<file path="src/design/lwpf_pkg.sv">
// Shared types and constants for the LCD window pixel formatter.
// Used by lwpf_byte_sel, lcd_window_pixel_formatter_core and lwpf_checker.
package lwpf_pkg;

  localparam int COORD_BITS  = 10;
  localparam int PIXEL_BITS  = 16;
  localparam int BURST_BITS  = 6;
  localparam int BURST_LIMIT = 63;
  localparam int LEFT_BITS   = 21;

  localparam logic [LEFT_BITS-1:0] LEFT_MAX = {LEFT_BITS{1'b1}};

  localparam int WINDOW_BYTES = 11;
  localparam int PIXEL_BYTES  = 3;
  localparam int IDX_BITS     = 4;

  // action codes
  localparam logic ACT_WINDOW = 1'b0;
  localparam logic ACT_PIXEL  = 1'b1;

  // controller commands
  localparam logic [7:0] CMD_COL_SET   = 8'h2A;
  localparam logic [7:0] CMD_ROW_SET   = 8'h2B;
  localparam logic [7:0] CMD_MEM_WRITE = 8'h2C;

  typedef struct packed {
    logic                  action;
    logic [COORD_BITS-1:0] col_first;
    logic [COORD_BITS-1:0] row_first;
    logic [COORD_BITS-1:0] col_final;
    logic [COORD_BITS-1:0] row_final;
    logic [PIXEL_BITS-1:0] pixel_rgb565;
  } req_t;

  typedef struct packed {
    logic [7:0]            out_byte;
    logic                  is_data;
    logic                  burst_end;
    logic [BURST_BITS-1:0] burst_bytes;
    logic                  window_done;
    logic                  last;
  } rsp_t;

  // request being serialized, with its burst bookkeeping settled at accept
  typedef struct packed {
    req_t                  item;
    logic                  burst_end;
    logic [BURST_BITS-1:0] burst_bytes;
    logic                  window_done;
  } cur_t;

endpackage

</file>
<file path="src/design/lwpf_byte_sel.sv">
// Picks the output byte and its flags for one position of the current request.
// Depends on lwpf_pkg.
module lwpf_byte_sel (
  input  lwpf_pkg::cur_t                 cur,
  input  logic [lwpf_pkg::IDX_BITS-1:0]  idx,
  output lwpf_pkg::rsp_t                 rsp
);

  logic [15:0] c0;
  logic [15:0] c1;
  logic [15:0] r0;
  logic [15:0] r1;
  logic [15:0] pix;
  logic        is_window;

  assign c0  = 16'(cur.item.col_first);
  assign c1  = 16'(cur.item.col_final);
  assign r0  = 16'(cur.item.row_first);
  assign r1  = 16'(cur.item.row_final);
  assign pix = cur.item.pixel_rgb565;
  assign is_window = (cur.item.action == lwpf_pkg::ACT_WINDOW);

  always_comb begin
    rsp = '0;
    rsp.is_data = 1'b1;
    if (is_window) begin
      unique case (idx)
        4'd0: begin
          rsp.out_byte = lwpf_pkg::CMD_COL_SET;
          rsp.is_data  = 1'b0;
        end
        4'd1: rsp.out_byte = c0[15:8];
        4'd2: rsp.out_byte = c0[7:0];
        4'd3: rsp.out_byte = c1[15:8];
        4'd4: rsp.out_byte = c1[7:0];
        4'd5: begin
          rsp.out_byte = lwpf_pkg::CMD_ROW_SET;
          rsp.is_data  = 1'b0;
        end
        4'd6: rsp.out_byte = r0[15:8];
        4'd7: rsp.out_byte = r0[7:0];
        4'd8: rsp.out_byte = r1[15:8];
        4'd9: rsp.out_byte = r1[7:0];
        4'd10: begin
          rsp.out_byte = lwpf_pkg::CMD_MEM_WRITE;
          rsp.is_data  = 1'b0;
          rsp.last     = 1'b1;
        end
        default: rsp.out_byte = '0;
      endcase
    end else begin
      // left-align each channel, zeros below
      unique case (idx)
        4'd0: rsp.out_byte = {pix[15:11], 3'b000};
        4'd1: rsp.out_byte = {pix[10:5], 2'b00};
        4'd2: begin
          rsp.out_byte    = {pix[4:0], 3'b000};
          rsp.burst_end   = cur.burst_end;
          rsp.burst_bytes = cur.burst_end ? cur.burst_bytes : '0;
          rsp.window_done = cur.window_done;
          rsp.last        = 1'b1;
        end
        default: rsp.out_byte = '0;
      endcase
    end
  end

endmodule

</file>
<file path="src/design/lcd_window_pixel_formatter_core.sv">
// Top level of the LCD window pixel formatter: accepts window and pixel
// requests and serializes them into command and data bytes.
// Depends on lwpf_pkg and lwpf_byte_sel.
//
//   channel   direction  handshake             payload
//   request   in         req_valid, req_stall  req (lwpf_pkg::req_t)
//   bytes     out        rsp_valid, rsp_stall  rsp (lwpf_pkg::rsp_t)
//
// One output byte per cycle while the output is not stalled, through the single byte
// register feeding the output: a window request yields 11 bytes, a pixel 3.
// The next request is taken in the cycle its predecessor's last byte enters
// the output register.
// A pixel beyond the window's count is taken with no output.
// rst (synchronous) empties both registers and clears the pixel and burst counts.
// An output stall holds the byte register and, through it, the request side.
module lcd_window_pixel_formatter_core #(
  parameter int BURST_LIMIT = lwpf_pkg::BURST_LIMIT
) (
  input  logic           clk,
  input  logic           rst,
  input  logic           req_valid,
  output logic           req_stall,
  input  lwpf_pkg::req_t req,
  output logic           rsp_valid,
  input  logic           rsp_stall,
  output lwpf_pkg::rsp_t rsp
);

  localparam int CoordBits = lwpf_pkg::COORD_BITS;
  localparam int SpanBits  = CoordBits + 1;
  localparam int AreaBits  = 2 * SpanBits;
  localparam int LeftBits  = lwpf_pkg::LEFT_BITS;
  localparam int WideBits  = (AreaBits > LeftBits) ? AreaBits : LeftBits;
  localparam int BurstBits = lwpf_pkg::BURST_BITS;
  localparam int IdxBits   = lwpf_pkg::IDX_BITS;

  localparam logic [LeftBits-1:0] LEFT_MAX_W = lwpf_pkg::LEFT_MAX;

  logic                 cur_valid;
  lwpf_pkg::cur_t       cur;
  lwpf_pkg::cur_t       cur_next;
  logic [IdxBits-1:0]   idx;
  logic [IdxBits-1:0]   last_idx;
  logic [LeftBits-1:0]  pixels_left;
  logic [BurstBits-1:0] burst_count;
  lwpf_pkg::rsp_t       rsp_next;

  logic req_take;
  logic rsp_adv;
  logic emit;
  logic emit_last;
  logic req_window;

  // window area
  logic                window_ok;
  logic [SpanBits-1:0] col_span;
  logic [SpanBits-1:0] row_span;
  logic [AreaBits-1:0] area;
  logic [WideBits-1:0] area_wide;
  logic [LeftBits-1:0] area_left;

  // pixel accounting
  logic                 pix_live;
  logic [LeftBits-1:0]  left_dec;
  logic [BurstBits:0]   burst_sum;
  logic                 pix_done;
  logic                 pix_close;

  assign req_take   = req_valid && !req_stall;
  assign rsp_adv    = !rsp_valid || !rsp_stall;
  assign emit       = cur_valid && rsp_adv;
  assign last_idx   = (cur.item.action == lwpf_pkg::ACT_WINDOW) ?
                      IdxBits'(lwpf_pkg::WINDOW_BYTES - 1) :
                      IdxBits'(lwpf_pkg::PIXEL_BYTES - 1);
  assign emit_last  = emit && (idx == last_idx);
  assign req_stall  = cur_valid && !emit_last;
  assign req_window = (req.action == lwpf_pkg::ACT_WINDOW);

  assign window_ok = (req.col_final >= req.col_first) && (req.row_final >= req.row_first);
  assign col_span  = SpanBits'(req.col_final) - SpanBits'(req.col_first) + SpanBits'(1);
  assign row_span  = SpanBits'(req.row_final) - SpanBits'(req.row_first) + SpanBits'(1);
  assign area      = window_ok ? (AreaBits'(col_span) * AreaBits'(row_span)) : '0;
  assign area_wide = WideBits'(area);
  assign area_left = (area_wide > WideBits'(LEFT_MAX_W)) ? lwpf_pkg::LEFT_MAX
                                                        : area_wide[LeftBits-1:0];

  assign pix_live  = (pixels_left != '0);
  assign left_dec  = pixels_left - LeftBits'(1);
  assign burst_sum = {1'b0, burst_count} + (BurstBits+1)'(lwpf_pkg::PIXEL_BYTES);
  assign pix_done  = (left_dec == '0);
  assign pix_close = (burst_sum >= (BurstBits+1)'(BURST_LIMIT)) || pix_done;

  always_comb begin
    cur_next      = '0;
    cur_next.item = req;
    if (!req_window) begin
      cur_next.burst_end   = pix_close;
      cur_next.burst_bytes = burst_sum[BurstBits-1:0];
      cur_next.window_done = pix_done;
    end
  end

  lwpf_byte_sel u_byte_sel (
    .cur (cur),
    .idx (idx),
    .rsp (rsp_next)
  );

  always_ff @(posedge clk) begin
    if (rst) begin
      cur_valid   <= 1'b0;
      rsp_valid   <= 1'b0;
      pixels_left <= '0;
      burst_count <= '0;
    end else begin
      if (rsp_adv) begin
        rsp_valid <= cur_valid;
      end
      if (req_take) begin
        if (req_window) begin
          pixels_left <= area_left;
          burst_count <= '0;
          cur_valid   <= 1'b1;
        end else if (pix_live) begin
          pixels_left <= left_dec;
          burst_count <= pix_close ? '0 : burst_sum[BurstBits-1:0];
          cur_valid   <= 1'b1;
        end else begin
          // surplus pixel: drop
          cur_valid <= 1'b0;
        end
      end else if (emit_last) begin
        cur_valid <= 1'b0;
      end
    end
  end

  always_ff @(posedge clk) begin
    if (req_take) begin
      cur <= cur_next;
      idx <= '0;
    end else if (emit) begin
      idx <= idx + IdxBits'(1);
    end
    if (emit) begin
      rsp <= rsp_next;
    end
  end

endmodule

</file>
<file path="config.mk">
export PLATFORM = sky130hd
export DESIGN_NAME = lcd_window_pixel_formatter_core
export DESIGN_NICKNAME = d
export VERILOG_FILES = /design/src/design/lwpf_pkg.sv /design/src/design/lwpf_byte_sel.sv /design/src/design/lcd_window_pixel_formatter_core.sv
export SDC_FILE = /design/constraint.sdc
export NUM_CORES = 1
export LEC_CHECK = 0
export ABC_AREA = 1
export BUFFER_PORTS_ARGS = -buffer_cell sky130_fd_sc_hd__buf_2
export CAP_MARGIN = 20
export CORE_UTILIZATION = 55
export CTS_CLUSTER_SIZE = 10
export DETAILED_ROUTE_END_ITERATION = 6
export GPL_TIMING_DRIVEN = 0
export PLACE_DENSITY = 0.72
export SYNTH_ARGS = -nofsm -noshare
export SYNTH_HDL_FRONTEND = slang
export SYNTH_SLANG_ARGS = --single-unit
export TNS_END_PERCENT = 100
</file>
<file path="constraint.sdc">
create_clock -name clk -period 9.42 [get_ports clk]
set_input_delay 0.942 -clock clk [delete_from_list [all_inputs] [get_ports clk]]
set_output_delay 0.942 -clock clk [all_outputs]
set_load 0.03 [all_outputs]
</file>
==> impl_metrics.py, run 1 <==
metrics = {
    "synth": {
        "ys_warn_count": 0,
        "syn-num-nets": 1691,
        "async_reset_ff_share_pct": 0,
        "ys_ff_latch": 116,
        "synth_cell_type_count": 47,
        "avgSynthCellArea_um2": 8.00,
        "ys.flop_type": "edfxtp_1",
        "synth_top_cell_by_area": "edfxtp_1",
        "syn_area_mm2": 0.0114,
        "synth-edff-count": 83,
        "netlist.area_leader.share_pct": 21.8,
        "ys_top_cells_by_area": "edfxtp_1, fa_1, ha_1, nand2_1, inv_1",
        "ys_seq_area_share_pct": 27.5,
        "synthCells": 1430,
    },
    "detailed_routing": {
        "ant_nets": 0,
        "drcViolationCount": 0,
        "routed_wl_um": 27300,
        "firstDrtPassIters": 6,
        "via_per_inst": 5.26,
        "routedWlPerCell_um": 15.1,
        "first_iter_violations": 673,
        "vias": 9534,
    },
    "layout": {
        "utilization_pct": 63.2,
        "drive_above_1_share_pct": 12.6,
        "final_area_mm2": 0.0128,
        "layout_commonest_cell": "nand2_1",
        "area_delta_synth_final_pct": 12.1,
        "most-common-layout-cells": "nand2_1, inv_1, nor2_1",
        "fin_nets": 1790,
    },
    "place": {
        "dp_hpwl_um": 22200,
        "placed_area_mm2": 0.0122,
        "globalplace.congestion": 0.959,
        "port_buffers": 79,
        "pre_cts_ws_ns": 1.02,
    },
    "timing": {
        "period_share_pct": 85.2,
        "fin_tns_setup_ns": 0,
        "slew_viol_final": 0,
        "worst_pin_slew_ns": 0.981,
        "max_freq_mhz": 125,
        "min_period_ns": 8.03,
        "finalSetupViolCount": 0,
        "max_slew_margin_pct": 34.4,
        "finClkSkew_ns": 0.0112,
        "fin_ws_ns": 1.39,
        "rsz0062_at_grt": "no",
        "hold_viol": 0,
    },
    "cts": {
        "cts_tree": "yes",
        "htree_levels": 4,
        "post_cts_resized": 0,
        "cts_setup_buffers": 0,
        "cts_sinks": 116,
        "insertion_delay_ns": 0.42,
        "hold_buffers": 0,
        "cts_inserted_buffers": 17,
        "cts_root_buf": "clkbuf_16",
        "clockBufferDepth": 2,
        "clk_pin_slew_ns": 0.06,
    },
    "setup_path": {
        "cp_top_family": "adder cells",
        "start_kind": "primary input",
        "slowest_delay_ns": 0.77,
        "crit_type": "in -> reg",
        "crit_arrival_ns": 8.31,
        "critPathMaxFanout": 10,
        "end_kind": "register",
        "required_ns": 9.70,
        "path_buf_inv": 9,
        "cp_slowest_cell": "xor2_1",
    },
    "global_routing": {
        "antenna_found_initial": 1,
        "grt_usage_pct": 27.5,
        "grt_pass1_vias": 9422,
        "overflow": 0,
        "grt_pass1_wl_um": 46300,
        "grt_max_degree": 37,
    },
    "floorplanning": {
        "rows": 52,
        "die_y_um": 146,
        "dieArea_mm2": 0.0214,
        "start_util_pct": 56.4,
        "core_mm2": 0.0203,
        "io-pin-count": 81,
        "die_x_um": 146,
    },
    "worst_hold_path": {
        "worst_hold_path_type": "reg -> reg",
    },
    "flow_run": {
        "drv_cap": 0,
    },
    "status": {
        "outcome": "completed",
    },
}
[through the flow]
step,hold slack (ns),std cells
6_report,0.480,1813
5_1_grt,0.529,1813
4_1_cts,0.478,1812
3_5_place_dp,0.469,1780
3_3_place_gp,0.460,1779
2_1_floorplan,0.469,1430
[cells in the mapped netlist (all sizes together) (2+ instances only)]
library cell	count
o21ai	48
nor2	172
nand3	75
inv	284
o21bai	9
a221oi	9
buf	9
clkbuf	10
nand2	339
a21oi	72
xnor2	10
a22o	7
nand3b	14
xor2	9
nand4	15
fa	90
dfxtp	33
or2	13
a31oi	2
clkinv	4
ha	110
edfxtp	83
nor3	6
[path summary, 6_finish.rpt]
| check | start | end | slack [ns] | cells after the start |
|---|---|---|---|---|
| worst max-delay path | req[17] | pixels_left[20] | 1.39 | 36 |
| worst min-delay path | rsp_valid | rsp_valid | 0.48 | 2 |
| worst max register to register | rsp_valid | pixels_left[16] | 6.51 | 9 |
| worst min register to register | rsp_valid | rsp_valid | 0.48 | 2 |
[registers in the layout, summed over array words and instances, names as in the netlist]
signal and count:
rsp_valid 1, cur 65, idx 4, cur_valid 1, pixels_left 21, rsp 18, burst_count 6
[layer usage]
metal / track usage, % / up-vias / share of wire [%]
met3: 3.50 / 59 / 5.7
met5: 0 / - / 0
met4: 11.1 / 0 / 2.6
met1: 36.5 / 4478 / 44
met2: 45.5 / 278 / 47
li1: - / 4719 / -
[worst reg2reg max path: stages, from the launching register on]
cell and delay [ns]:
dfxtp_1 0.31, nand2_1 0.07, nand2_1 0.12, inv_1 0.67
a21oi_4 0.17, nor2_4 0.77, o21ai_2 0.31, a21oi_1 0.23
nand2_1 0.08, a21oi_1 0.11
[area by class of cell]
type / count / area (µm²)
fill: 1796 / 7460
multi-input combinational: 1007 / 7090
sequential: 116 / 3150
inverter: 288 / 1080
clock buffer: 17 / 425
timing repair buffer: 80 / 415
tap: 270 / 338
clock inverter: 15 / 208
buffer: 19 / 116
antenna: 1 / 2.50
[cells by family (layout without fill, tap and decap cells)]
| logic type | Yosys count | count (layout) | synth area share, % |
|---|---|---|---|
| buffers and inverters | 307 | 419 | 10.5 |
| AOI/OAI and AO/OA | 151 | 151 | 8.37 |
| and+or+nand+nor | 637 | 637 | 24.3 |
| other | 0 | 1 | 0 |
| DFF | 116 | 116 | 27.5 |
| xor gates and xnor gates | 19 | 19 | 1.52 |
| adders and majority gates | 200 | 200 | 27.8 |
Power of run 1 is left out: the tool's default activity adds up to more than one toggle a clock period on the data nets, which glitch-free logic cannot reach.
==> run 2: changes to the inputs <==
--- a/config.mk
+++ b/config.mk
@@ -8,11 +8,11 @@
 export ABC_AREA = 1
 export BUFFER_PORTS_ARGS = -buffer_cell sky130_fd_sc_hd__buf_2
 export CAP_MARGIN = 20
-export CORE_UTILIZATION = 55
+export CORE_UTILIZATION = 46
 export CTS_CLUSTER_SIZE = 10
 export DETAILED_ROUTE_END_ITERATION = 6
 export GPL_TIMING_DRIVEN = 0
-export PLACE_DENSITY = 0.72
+export PLACE_DENSITY = 0.62
 export SYNTH_ARGS = -nofsm -noshare
 export SYNTH_HDL_FRONTEND = slang
 export SYNTH_SLANG_ARGS = --single-unit
==> impl_metrics.py, run 2 (synthesized netlist as in run 1, its figures left out) <==
metrics = {
    "global_routing": {
        "grtUsageMet2_pct": 40.7,
        "antenna_found_initial": 0,
        "grt_pass1_vias": 9510,
        "busiest_layer": "met2",
        "overflow": 0,
        "grt_pass1_wl_um": 47000,
        "grt_usage_pct": 23.2,
        "grt_max_degree": 35,
        "grt_util_met3_pct": 3.01,
        "use_met1_pct": 30.1,
    },
    "detailed_routing": {
        "first_iter_violations": 607,
        "ant_nets": 0,
        "routed_wl_um": 27800,
        "vias": 9409,
        "drcViolationCount": 0,
        "routedWlPerCell_um": 14.9,
        "via_per_inst": 5.04,
        "firstDrtPassIters": 5,
    },
    "floorplanning": {
        "dieArea_mm2": 0.0255,
        "io-pin-count": 81,
        "die_y_um": 160,
        "start_util_pct": 46.9,
        "die_x_um": 160,
        "core_mm2": 0.0244,
        "rows": 57,
    },
    "setup_path": {
        "cp_slowest_cell": "xor2_1",
        "required_ns": 9.70,
        "critPathMaxFanout": 10,
        "crit_type": "in -> reg",
        "start_kind": "primary input",
        "slowest_delay_ns": 0.74,
        "end_kind": "register",
        "crit_arrival_ns": 8.31,
    },
    "timing": {
        "slew_viol_final": 0,
        "period_share_pct": 85.2,
        "worst_pin_slew_ns": 0.945,
        "finalSetupViolCount": 0,
        "fin_tns_setup_ns": 0,
        "min_period_ns": 8.03,
        "max_freq_mhz": 125,
        "hold_viol": 0,
        "rsz0062_at_grt": "no",
        "max_slew_margin_pct": 36.8,
        "finClkSkew_ns": 0.0123,
    },
    "status": {
        "outcome": "completed",
    },
    "layout": {
        "drive_above_1_share_pct": 12.7,
        "largest-register": "cur",
        "most-common-layout-cells": "nand2_1, inv_1, nor2_1",
        "area_delta_synth_final_pct": 12.3,
        "layout_commonest_cell": "nand2_1",
        "fin_nets": 1791,
        "num_antenna_cells": 0,
        "largest_reg_flops": 65,
        "fill_cells": 2372,
        "largestRegisters": "cur (65), pixels_left (21), rsp (18)",
    },
    "cts": {
        "cts_setup_buffers": 0,
        "hold_buffers": 0,
        "cts_sinks": 116,
        "insertion_delay_ns": 0.42,
        "cts_tree": "yes",
        "cts_inserted_buffers": 17,
        "htree_levels": 4,
        "clockBufferDepth": 2,
        "cts_root_buf": "clkbuf_16",
        "post_cts_resized": 0,
        "clk_pin_slew_ns": 0.06,
    },
    "place": {
        "dp_hpwl_um": 23000,
        "port_buffers": 79,
        "globalplace.congestion": 0.923,
    },
    "worst_hold_path": {
        "worst_hold_path_type": "reg -> reg",
    },
    "flow_run": {
        "drv_cap": 0,
    },
}
[run 2: final timing paths]
path	startpoint	end	slack, ns	depth (start not counted)
setup reg to reg	rsp_valid	cur[29]	6.99	7
hold reg to reg	rsp_valid	rsp_valid	0.47	2
hold / removal	rsp_valid	rsp_valid	0.47	2
setup / recovery	req[17]	pixels_left[20]	1.39	36
[run 2: worst max-delay path, delay by kind of cell]
kind,cells,cell delay (ns)
simple gates,15,1.62
xor+xnor,1,0.74
fa+ha+maj,9,3.86
compound gates,2,0.26
buf+inv,9,0.84
[run 2: area by class of cell]
cell class / instances / area (µm²) / area share [%]
clock buffers: 17 / 425 / 3.31
flip-flops and latches: 116 / 3150 / 24.5
well taps: 324 / 405 / 3.15
inverters: 288 / 1080 / 8.42
multi-input cells: 1007 / 7090 / 55.2
clock inverters: 15 / 145 / 1.13
plain buffers: 19 / 116 / 0.905
repair buffers: 81 / 435 / 3.39
[run 2: per-stage QoR]
stage	utilization (%)	std cells	hold slack, ns	instance area, µm²	setup WS (ns)
after floorplan	-	1430	0.469	11400	2.21
after global placement	50.2	1833	0.460	12200	1.06
after detailed placement	50.4	1835	0.467	12300	0.966
after CTS	52.7	1867	0.476	12900	1.39
after global routing	52.7	1867	0.498	12900	0.855
final	52.7	1867	0.473	12900	1.39
[run 2: layer usage]
layer / wire length [µm] / vias up / part of all wire [%]
li1: - / 4721 / -
met1: 12500 / 4446 / 45
met2: 13500 / 216 / 48
met3: 1340 / 26 / 4.8
met4: 456 / 0 / 1.6
met5: 0 / - / 0
Power of run 2 is left out for the same reason.
